[config.mk]
export PLATFORM = sky130hd
export DESIGN_NAME = periodic_repulsive_pair_energy_unit
export DESIGN_NICKNAME = d
export VERILOG_FILES = /design/src/rtl/rpe_pkg.sv /design/src/rtl/rpe_mul.sv /design/src/rtl/rpe_div.sv /design/src/rtl/periodic_repulsive_pair_energy_unit.sv
export SDC_FILE = /design/constraint.sdc
export NUM_CORES = 2
export LEC_CHECK = 0
export ABC_AREA = 1
export ABC_CLOCK_PERIOD_IN_PS = 33600
export BUFFER_PORTS_ARGS = -buffer_cell sky130_fd_sc_hd__buf_2
export CAP_MARGIN = 0
export CORE_MARGIN = 1.5
export CORE_UTILIZATION = 30
export DETAILED_ROUTE_END_ITERATION = 6
export PLACE_DENSITY = 0.41
export SYNTH_ARGS = -nofsm -noshare
export SYNTH_HDL_FRONTEND = slang
export SYNTH_HIERARCHICAL = 1
export SYNTH_SLANG_ARGS = --single-unit
[constraint.sdc]
create_clock -name clk_i -period 33.6 [get_ports clk_i]
set_input_delay 5.04 -clock clk_i [delete_from_list [all_inputs] [get_ports clk_i]]
set_output_delay 5.04 -clock clk_i [all_outputs]
set_load 0.02 [all_outputs]
[src/rtl/rpe_pkg.sv]
// Shared widths and constants of the periodic repulsive pair energy unit.
// No dependencies; used by every module of the block.
package rpe_pkg;

  localparam int unsigned CoordW   = 24;
  localparam int unsigned DistW    = 49;
  localparam int unsigned MulBW    = 48;
  localparam int unsigned ProdW    = DistW + MulBW;
  localparam int unsigned RecW     = 48;
  localparam int unsigned DenW     = 57;
  localparam int unsigned EnergyW  = 63;
  localparam int unsigned CfgIdxW  = 2;
  localparam int unsigned CfgDataW = 48;

  typedef enum logic [CfgIdxW-1:0] {
    REG_BOX_LENGTH   = 2'd0,
    REG_CUT_SQ       = 2'd1,
    REG_INV_SIGMA_SQ = 2'd2,
    REG_FOUR_EPSILON = 2'd3
  } cfg_reg_e;

  localparam logic [EnergyW-1:0] EnergyMax = {EnergyW{1'b1}};
  localparam logic [DenW-1:0]    DenMin    = DenW'(17'h10000);

endpackage

[src/rtl/rpe_mul.sv]
// Bit-serial shift-add multiplier, one multiplier bit per cycle.
// Depends on rpe_pkg.
module rpe_mul
  import rpe_pkg::*;
(
  input  logic             clk_i,
  input  logic             rst_ni,
  input  logic             start_i,
  input  logic [DistW-1:0] a_i,
  input  logic [MulBW-1:0] b_i,
  output logic             busy_o,
  output logic             done_o,
  output logic [ProdW-1:0] prod_o
);

  localparam int unsigned CntW = $clog2(MulBW);

  logic [DistW-1:0] a_q;
  logic [ProdW-1:0] prod_q;
  logic [CntW-1:0]  cnt_q;
  logic             busy_q, done_q;
  logic [DistW:0]   sum;

  assign sum = {1'b0, prod_q[ProdW-1:MulBW]} + (prod_q[0] ? {1'b0, a_q} : '0);

  always_ff @(posedge clk_i or negedge rst_ni) begin
    if (!rst_ni) begin
      busy_q <= 1'b0;
      done_q <= 1'b0;
      cnt_q  <= '0;
    end else begin
      done_q <= 1'b0;
      if (start_i && !busy_q) begin
        busy_q <= 1'b1;
        cnt_q  <= '0;
      end else if (busy_q) begin
        cnt_q <= cnt_q + 1'b1;
        if (cnt_q == CntW'(MulBW - 1)) begin
          busy_q <= 1'b0;
          done_q <= 1'b1;
        end
      end
    end
  end

  always_ff @(posedge clk_i) begin
    if (start_i && !busy_q) begin
      a_q    <= a_i;
      prod_q <= {{DistW{1'b0}}, b_i};
    end else if (busy_q) begin
      prod_q <= {sum, prod_q[MulBW-1:1]};
    end
  end

  assign busy_o = busy_q;
  assign done_o = done_q;
  assign prod_o = prod_q;

endmodule

[src/rtl/rpe_div.sv]
// Restoring divider forming floor(2^64 / den), one quotient bit per cycle.
// Depends on rpe_pkg.
module rpe_div
  import rpe_pkg::*;
(
  input  logic            clk_i,
  input  logic            rst_ni,
  input  logic            start_i,
  input  logic [DenW-1:0] den_i,
  output logic            busy_o,
  output logic            done_o,
  output logic [RecW-1:0] quo_o
);

  localparam int unsigned Steps = 65;
  localparam int unsigned CntW  = $clog2(Steps);

  logic [DenW-1:0] den_q, rem_q;
  logic [RecW-1:0] quo_q;
  logic [CntW-1:0] cnt_q;
  logic            busy_q, done_q;
  logic [DenW:0]   trial;
  logic            ge;

  assign trial = {rem_q, (cnt_q == '0)};
  assign ge    = trial >= {1'b0, den_q};

  always_ff @(posedge clk_i or negedge rst_ni) begin
    if (!rst_ni) begin
      busy_q <= 1'b0;
      done_q <= 1'b0;
      cnt_q  <= '0;
    end else begin
      done_q <= 1'b0;
      if (start_i && !busy_q) begin
        busy_q <= 1'b1;
        cnt_q  <= '0;
      end else if (busy_q) begin
        cnt_q <= cnt_q + 1'b1;
        if (cnt_q == CntW'(Steps - 1)) begin
          busy_q <= 1'b0;
          done_q <= 1'b1;
        end
      end
    end
  end

  always_ff @(posedge clk_i) begin
    if (start_i && !busy_q) begin
      den_q <= den_i;
      rem_q <= '0;
      quo_q <= '0;
    end else if (busy_q) begin
      rem_q <= ge ? DenW'(trial - {1'b0, den_q}) : trial[DenW-1:0];
      quo_q <= {quo_q[RecW-2:0], ge};
    end
  end

  assign busy_o = busy_q;
  assign done_o = done_q;
  assign quo_o  = quo_q;

endmodule

[src/rtl/periodic_repulsive_pair_energy_unit.sv]
// Top level of the periodic repulsive pair energy unit: sequencer, accumulator, ports.
// Depends on rpe_pkg, rpe_mul and rpe_div.
//
// Channel  Direction  Handshake               Payload
// s_axis   in         s_axis_tvalid/tready    pair coordinates and indices, tlast
// m_axis   out        m_axis_tvalid/tready    energy total, tuser saturation flag
// cfg      in         cfg_valid_i/cfg_ready_o register index and data
//
// A pair runs eight 48-step serial multiplies and one 65-step division one after another
// before the next request is taken. A self pair skips all of them, and a pair at or beyond
// the cutoff or with zero epsilon skips all but the two squaring multiplies.
// An overflow ends the pair early.
// Reset clears the running sum, the flag and all handshake state.
// A last pair waits while an earlier total has not yet been taken.
module periodic_repulsive_pair_energy_unit
  import rpe_pkg::*;
#(
  parameter int unsigned INDEX_WIDTH = 12
) (
  input  logic                  clk_i,
  input  logic                  rst_ni,
  input  logic                  s_axis_tvalid,
  output logic                  s_axis_tready,
  // center_x, center_y, neighbor_x, neighbor_y, center_index, neighbor_index
  input  logic [((4*CoordW+2*INDEX_WIDTH+7)/8)*8-1:0] s_axis_tdata,
  input  logic                  s_axis_tlast,
  output logic                  m_axis_tvalid,
  input  logic                  m_axis_tready,
  // energy_total
  output logic [63:0]           m_axis_tdata,
  // saturated
  output logic                  m_axis_tuser,
  input  logic                  cfg_valid_i,
  output logic                  cfg_ready_o,
  input  logic [CfgIdxW-1:0]    cfg_index_i,
  input  logic [CfgDataW-1:0]   cfg_data_i
);

  typedef enum logic [3:0] {
    ST_IDLE, ST_WRAP, ST_SQX, ST_SQY, ST_CUT, ST_MU, ST_DIV,
    ST_R2, ST_R4, ST_R6, ST_R12, ST_TERM, ST_ADD, ST_FIN
  } state_e;

  state_e                 state_q;
  logic [CoordW-1:0]      box_q, cx_q, cy_q, nx_q, ny_q, ay_q;
  logic [CfgDataW-1:0]    cut_q;
  logic [31:0]            inv_q, fe_q;
  logic                   self_q, last_q;
  logic [DistW-1:0]       d2_q;
  logic [RecW-1:0]        r2_q;
  logic [EnergyW-1:0]     term_q, sum_q;
  logic                   ovf_q, sat_q;
  logic                   m_valid_q, m_sat_q;
  logic [EnergyW-1:0]     m_energy_q;
  logic                   mul_start_q, div_start_q;
  logic [DistW-1:0]       mul_a_q;
  logic [MulBW-1:0]       mul_b_q;
  logic [DenW-1:0]        den_q;

  logic                   mul_busy, mul_done, div_busy, div_done;
  logic [ProdW-1:0]       prod;
  logic [RecW-1:0]        quo;
  logic signed [CoordW+1:0] dx, dy, wx, wy;
  logic [CoordW-1:0]      axw, ayw;
  logic                   prod_ovf;
  logic [RecW-1:0]        prod_q32;
  logic [DenW-1:0]        u_val;
  logic [EnergyW:0]       sum_ext;
  logic                   skip_pair, emit, mul_start_d, div_start_d;

  function automatic logic signed [CoordW+1:0] wrap_d(logic signed [CoordW+1:0] d,
                                                      logic [CoordW-1:0] len);
    logic signed [CoordW+2:0] d2x, l;
    logic signed [CoordW+1:0] res;
    d2x = {d, 1'b0};
    l   = {3'b000, len};
    res = d;
    if (d2x > l) res = d - {2'b00, len};
    else if (d2x < -l) res = d + {2'b00, len};
    return res;
  endfunction

  assign dx  = {2'b00, nx_q} - {2'b00, cx_q};
  assign dy  = {2'b00, ny_q} - {2'b00, cy_q};
  assign wx  = wrap_d(dx, box_q);
  assign wy  = wrap_d(dy, box_q);
  assign axw = wx[CoordW+1] ? CoordW'(-wx) : wx[CoordW-1:0];
  assign ayw = wy[CoordW+1] ? CoordW'(-wy) : wy[CoordW-1:0];

  assign prod_ovf = prod[ProdW-1:80] != '0;
  assign prod_q32 = prod[79:32];
  assign u_val    = prod[80:24];
  assign sum_ext  = {1'b0, sum_q} + {1'b0, term_q};

  assign skip_pair = d2_q >= {1'b0, cut_q} || fe_q == '0;
  assign emit      = state_q == ST_FIN && last_q && (!m_valid_q || m_axis_tready);

  assign mul_start_d = (state_q == ST_WRAP && !self_q) ||
                       (state_q == ST_SQX && mul_done) ||
                       (state_q == ST_CUT && !skip_pair) ||
                       (state_q == ST_DIV && div_done) ||
                       ((state_q == ST_R2 || state_q == ST_R4 || state_q == ST_R6 ||
                         state_q == ST_R12) && mul_done && !prod_ovf);
  assign div_start_d = state_q == ST_MU && mul_done && u_val > DenMin;

  rpe_mul u_mul (
    .clk_i   (clk_i),
    .rst_ni  (rst_ni),
    .start_i (mul_start_q),
    .a_i     (mul_a_q),
    .b_i     (mul_b_q),
    .busy_o  (mul_busy),
    .done_o  (mul_done),
    .prod_o  (prod)
  );

  rpe_div u_div (
    .clk_i   (clk_i),
    .rst_ni  (rst_ni),
    .start_i (div_start_q),
    .den_i   (den_q),
    .busy_o  (div_busy),
    .done_o  (div_done),
    .quo_o   (quo)
  );

  always_ff @(posedge clk_i or negedge rst_ni) begin
    if (!rst_ni) begin
      state_q     <= ST_IDLE;
      box_q       <= CoordW'(3932160);
      cut_q       <= CfgDataW'(64'd4294967296);
      inv_q       <= 32'd16777216;
      fe_q        <= 32'd262144;
      sum_q       <= '0;
      sat_q       <= 1'b0;
      m_valid_q   <= 1'b0;
      m_sat_q     <= 1'b0;
      m_energy_q  <= '0;
      mul_start_q <= 1'b0;
      div_start_q <= 1'b0;
    end else begin
      mul_start_q <= mul_start_d;
      div_start_q <= div_start_d;
      if (emit) m_valid_q <= 1'b1;
      else if (m_valid_q && m_axis_tready) m_valid_q <= 1'b0;
      if (cfg_valid_i) begin
        unique case (cfg_index_i)
          REG_BOX_LENGTH:   box_q <= cfg_data_i[CoordW-1:0];
          REG_CUT_SQ:       cut_q <= cfg_data_i;
          REG_INV_SIGMA_SQ: inv_q <= cfg_data_i[31:0];
          REG_FOUR_EPSILON: fe_q  <= cfg_data_i[31:0];
          default: ;
        endcase
      end
      unique case (state_q) inside
        ST_IDLE: begin
          if (s_axis_tvalid) begin
            cx_q    <= s_axis_tdata[CoordW-1:0];
            cy_q    <= s_axis_tdata[2*CoordW-1:CoordW];
            nx_q    <= s_axis_tdata[3*CoordW-1:2*CoordW];
            ny_q    <= s_axis_tdata[4*CoordW-1:3*CoordW];
            self_q  <= s_axis_tdata[4*CoordW +: INDEX_WIDTH] ==
                       s_axis_tdata[4*CoordW+INDEX_WIDTH +: INDEX_WIDTH];
            last_q  <= s_axis_tlast;
            state_q <= ST_WRAP;
          end
        end
        ST_WRAP: begin
          ay_q <= ayw;
          if (self_q) begin
            state_q <= ST_FIN;
          end else begin
            mul_a_q     <= DistW'(axw);
            mul_b_q     <= MulBW'(axw);
            state_q     <= ST_SQX;
          end
        end
        ST_SQX: begin
          if (mul_done) begin
            d2_q        <= prod[DistW-1:0];
            mul_a_q     <= DistW'(ay_q);
            mul_b_q     <= MulBW'(ay_q);
            state_q     <= ST_SQY;
          end
        end
        ST_SQY: begin
          if (mul_done) begin
            d2_q    <= d2_q + prod[DistW-1:0];
            state_q <= ST_CUT;
          end
        end
        ST_CUT: begin
          if (skip_pair) begin
            state_q <= ST_FIN;
          end else begin
            mul_a_q     <= d2_q;
            mul_b_q     <= MulBW'(inv_q);
            state_q     <= ST_MU;
          end
        end
        ST_MU: begin
          if (mul_done) begin
            if (u_val <= DenMin) begin
              term_q  <= EnergyMax;
              ovf_q   <= 1'b1;
              state_q <= ST_ADD;
            end else begin
              den_q       <= u_val;
              state_q     <= ST_DIV;
            end
          end
        end
        ST_DIV: begin
          if (div_done) begin
            mul_a_q     <= DistW'(quo);
            mul_b_q     <= quo;
            state_q     <= ST_R2;
          end
        end
        ST_R2, ST_R4, ST_R6, ST_R12: begin
          if (mul_done) begin
            if (prod_ovf) begin
              term_q  <= EnergyMax;
              ovf_q   <= 1'b1;
              state_q <= ST_ADD;
            end else begin
              if (state_q == ST_R2) begin
                r2_q    <= prod_q32;
                mul_a_q <= DistW'(prod_q32);
                mul_b_q <= prod_q32;
                state_q <= ST_R4;
              end else if (state_q == ST_R4) begin
                mul_a_q <= DistW'(prod_q32);
                mul_b_q <= r2_q;
                state_q <= ST_R6;
              end else if (state_q == ST_R6) begin
                mul_a_q <= DistW'(prod_q32);
                mul_b_q <= prod_q32;
                state_q <= ST_R12;
              end else begin
                mul_a_q <= DistW'(prod_q32);
                mul_b_q <= MulBW'(fe_q);
                state_q <= ST_TERM;
              end
            end
          end
        end
        ST_TERM: begin
          if (mul_done) begin
            term_q  <= EnergyW'(prod[79:24]);
            ovf_q   <= 1'b0;
            state_q <= ST_ADD;
          end
        end
        ST_ADD: begin
          if (sum_ext[EnergyW]) begin
            sum_q <= EnergyMax;
            sat_q <= 1'b1;
          end else begin
            sum_q <= sum_ext[EnergyW-1:0];
            if (ovf_q) sat_q <= 1'b1;
          end
          state_q <= ST_FIN;
        end
        ST_FIN: begin
          if (!last_q) begin
            state_q <= ST_IDLE;
          end else if (emit) begin
            m_energy_q <= sum_q;
            m_sat_q    <= sat_q;
            sum_q      <= '0;
            sat_q      <= 1'b0;
            state_q    <= ST_IDLE;
          end
        end
        default: state_q <= ST_IDLE;
      endcase
    end
  end

  assign s_axis_tready = state_q == ST_IDLE;
  assign cfg_ready_o   = 1'b1;
  assign m_axis_tvalid = m_valid_q;
  assign m_axis_tdata  = {1'b0, m_energy_q};
  assign m_axis_tuser  = m_sat_q;

  assert property (@(posedge clk_i) disable iff (!rst_ni)
    state_q == ST_IDLE |-> !mul_busy && !div_busy)
    else $error("arithmetic unit busy while sequencer idle");

  assert property (@(posedge clk_i) disable iff (!rst_ni)
    $rose(m_axis_tvalid) |-> $past(last_q) && $past(state_q) == ST_FIN)
    else $error("result raised outside a last pair");

  assert property (@(posedge clk_i) disable iff (!rst_ni)
    !(mul_busy && div_busy))
    else $error("multiplier and divider busy together");

endmodule
==> run_results.csv <==
group,metric,value,unit
setup_path,cp_data_arrival_time,8.04,ns
logic_synthesis,async_flop_share,28.1,%
timing,final-max-slew-violation-count,0,
setup_path,crit-reg2reg-launch,"box_q[0]$_DFFE_PN0P_",
route,initial_detailed_routing_violation_count,4929,
logic_synthesis,ys_dominant_reg_cell,"sky130_fd_sc_hd__edfxtp_1",
timing,total_of_endpoints_with_negative_setup_slack_in_the_final_report,0,
route,route.detailed.drc,0,
global_route,grt.overflow.total,0,
setup_path,worst_r2r_path_depth,33,
global_route,globalRoute.busiestLayer,"met2",
timing,timing_worst_slew_pin_value,1.19,ns
logic_synthesis,synthTopCellsByCount,"2821 x sky130_fd_sc_hd__nand2_1, 1436 x sky130_fd_sc_hd__inv_1, 624 x sky130_fd_sc_hd__nor2_1",
cts,clk_latency,0.80,ns
route,routedWlPerCell,21.7,um
setup_path,critical_path.max_fanout,54,
power_and_ir_drop,leakage,37.7,nW
cts,cts-root-to-sink-buffers,3,
cts,cts.hold.buffers_added,0,
place,port_buffers,241,
global_route,grt_util_met3,2.78,%
finish,fin_nets,10300,
setup_path,worst_ep_required_time,34.01,ns
route,num_vias,62900,
global_route,grt_max_degree,138,
route,routed_wirelength,280,mm
cts,cts.sinks,1026,
global_route,grt_use_met2,39.3,%
worst_hold_path,worst_hold_path_type,"flip-flop to flip-flop",
global_route,global_route_wire_length_before_repair,410,mm
timing,finalSetupTns,0,ns
setup_path,startpoint_type,"input port",
logic_synthesis,synth.top_cell.area_share,25.0,%
route,via_per_inst,4.88,
cts,cts_clk_pin_slew_worst_paths,0.06,ns
logic_synthesis,synth.area.top_cells,"sky130_fd_sc_hd__edfxtp_1 25%, sky130_fd_sc_hd__nand2_1 15%, sky130_fd_sc_hd__dfrtp_1 10%",
setup_path,worst_r2r_endpoint,"mul_b_q[21]$_DFFE_PP_",
floorplanning,die_h,487,um
place,globalplace.congestion,0.926,
timing,min_period_over_period,22.7,%
logic_synthesis,synth-seq-cells,1026,
floorplanning,placeableCoreArea,233000,sq um
logic_synthesis,synth_cell_types,74,
floorplanning,std_cell_rows,177,
route,drt_pre_antenna_iters,7,
timing,hold_violations,0,
setup_path,r2r_slack,26.52,ns
timing,worst_slew_slack_as_a_fraction_of_its_limit,20.3,%
cts,cts_resized,0,
floorplanning,ioPinCount,244,
route,drt.antenna.violating_nets,0,
cts,numCtsBuffers,133,
timing,final_period_minus_worst_setup_slack,7.63,ns
finish,synthToLayoutAreaGrowth,13.3,%
logic_synthesis,synth-edff-count,584,
global_route,grt_antenna_before_repair,19,
logic_synthesis,synth_sequential_area_ratio,39.6,%
cts,tritoncts,"built",
timing,max_freq,131,MHz
flow_run,maxCapViolations,0,
cts,htreeDepth,4,
global_route,first_global_vias,61300,
logic_synthesis,synthesis.area,70300,sq um
floorplanning,floorplan.initialDensity,30.2,%
logic_synthesis,mappedNetlistNets,10100,
global_route,grt_use_met1,30.9,%
logic_synthesis,synth_area_per_cell,7.47,sq um
setup_path,path_class,"input port to flip-flop",
global_route,grt_use_total,23.2,%
power_and_ir_drop,pwr_density_cell,88.1,nW/um^2
setup_path,cp-end-kind,"flip-flop",
logic_synthesis,ys.warnings.count,6,
setup_path,crit_path_end,"mul_a_q[36]$_DFFE_PP_",
floorplanning,chipWidth,487,um
finish,share_of_final_layout_standard_cells_stronger_than_drive_strength_1,8.15,%
cts,clockRootBuffer,"sky130_fd_sc_hd__clkbuf_16",
logic_synthesis,synth_area_leader_cell,"sky130_fd_sc_hd__edfxtp_1",
cts,cts_post_setup_buffers_inserted,0,
logic_synthesis,postSynthCellCount,9404,
floorplanning,floorplan.die_area,237000,sq um
timing,whs,0.414,ns
logic_synthesis,yosys.cell_count.top_type,"sky130_fd_sc_hd__nand2_1",
timing,final.setup_skew,0.0431,ns
timing,grt_setup_unrepaired,"false",
status,outcome,"finished, final reports clean",
power_and_ir_drop,peakVddDrop,0.0000404,V
place,dp_hpwl,224,mm
setup_path,worst_setup_path_startpoint,"rst_ni",
[state kept, by name, indices dropped and copies added, names as in the netlist, 48 cells and up]
| name | flops |
|---|---|
| mul_b_q | 48 |
| m_energy_q | 63 |
| cut_q | 48 |
| den_q | 57 |
| u_mul/prod_o | 97 |
| mul_a_q | 49 |
| r2_q | 48 |
| u_div/quo_o | 48 |
| d2_q | 49 |
| term_q | 57 |
| u_div/rem_q | 57 |
| u_div/den_q | 57 |
| u_mul/a_q | 49 |
| sum_q | 63 |
[how the worst min path moves through the flow]
stage	startpoint	endpoint	cells after the start
CTS	den_q[11]$_DFFE_PP_	u_div/den_q[11]$_DFFE_PP_	0
floorplan	den_q[0]$_DFFE_PP_	u_div/den_q[0]$_DFFE_PP_	0
finish	den_q[11]$_DFFE_PP_	u_div/den_q[11]$_DFFE_PP_	0
global placement	den_q[23]$_DFFE_PP_	u_div/den_q[23]$_DFFE_PP_	0
detailed placement	den_q[29]$_DFFE_PP_	u_div/den_q[29]$_DFFE_PP_	0
global route	den_q[40]$_DFFE_PP_	u_div/den_q[40]$_DFFE_PP_	0
[cell usage in the layout, fill, tap and decap left out, drive strengths merged, types with 19 or more instances in the layout]
| master | count |
|---|---|
| nand2 | 2883 |
| inv | 1482 |
| nor2 | 669 |
| o21ai | 658 |
| edfxtp | 584 |
| ha | 516 |
| a21oi | 515 |
| nand3 | 444 |
| buf | 335 |
| dfrtp | 281 |
| clkbuf | 184 |
| xor2 | 156 |
| dfxtp | 154 |
| nand4 | 140 |
| xnor2 | 85 |
| nor3 | 80 |
| o22ai | 57 |
| or2 | 51 |
| a31oi | 46 |
| o211ai | 46 |
| a221oi | 41 |
| nor4 | 40 |
| o221ai | 39 |
| clkinv | 35 |
| a21o | 27 |
| nand3b | 26 |
| a22o | 26 |
| a21boi | 19 |
[layout make-up]
type	instances	area [sq um]
Clock buffer	184	3680
Antenna cell	5	12.5
Multi-Input combinational cell	6673	36000
Clock inverter	60	661
Tap cell	3132	3920
Sequential cell	1026	27800
Fill cell	24900	153000
Inverter	1470	5520
Timing Repair Buffer	335	1930
[cell families after synthesis]
| family | Yosys count | synth area share, % |
|---|---|---|
| other | 2 | 0.0107 |
| AND/OR/NAND/NOR | 4359 | 26.0 |
| flip-flops | 1026 | 39.6 |
| AO/OA/AOI/OAI | 1543 | 12.4 |
| buffers and inverters | 1705 | 9.36 |
| XOR/XNOR | 241 | 3.00 |
| adder cells (fa/ha/maj) | 528 | 9.53 |
[report_power, final]
group / switching (mW) / internal, mW / total (mW)
Combinational: 2.50 / 1.08 / 3.58
Clock: 0.613 / 0.832 / 1.44
Sequential: 0.260 / 1.73 / 1.99
[layer usage]
| layer | vias to the layer above | part of all wire (%) |
|---|---|---|
| met5 | - | 0.0096 |
| li1 | 31300 | - |
| met1 | 29700 | 45 |
| met4 | 4 | 2.9 |
| met2 | 1534 | 47 |
| met3 | 309 | 4.3 |
[worst max-delay path: stages]
cell and delay (ns):
sky130_fd_sc_hd__buf_8 0.31, sky130_fd_sc_hd__buf_4 0.59, sky130_fd_sc_hd__o221ai_1 0.27, sky130_fd_sc_hd__nor4b_2 0.37, sky130_fd_sc_hd__buf_4 0.64, sky130_fd_sc_hd__buf_4 0.68
[per-stage QoR]
step | setup slack [ns] | instance area [sq um] | total power, mW | std cells | util, %
floorplan | 17.69 | 70300 | 4.25 | 9404 | -
global placement | 25.10 | 75200 | 5.57 | 12600 | 32.3
detailed placement | 25.09 | 75200 | 5.57 | 12600 | 32.3
CTS | 25.94 | 79600 | 7.06 | 12900 | 34.2
global route | 25.51 | 79600 | 7.54 | 12900 | 34.2
finish | 25.97 | 79600 | 7.01 | 12900 | 34.2
No activity file was read; power rests on OpenSTA's default activity.
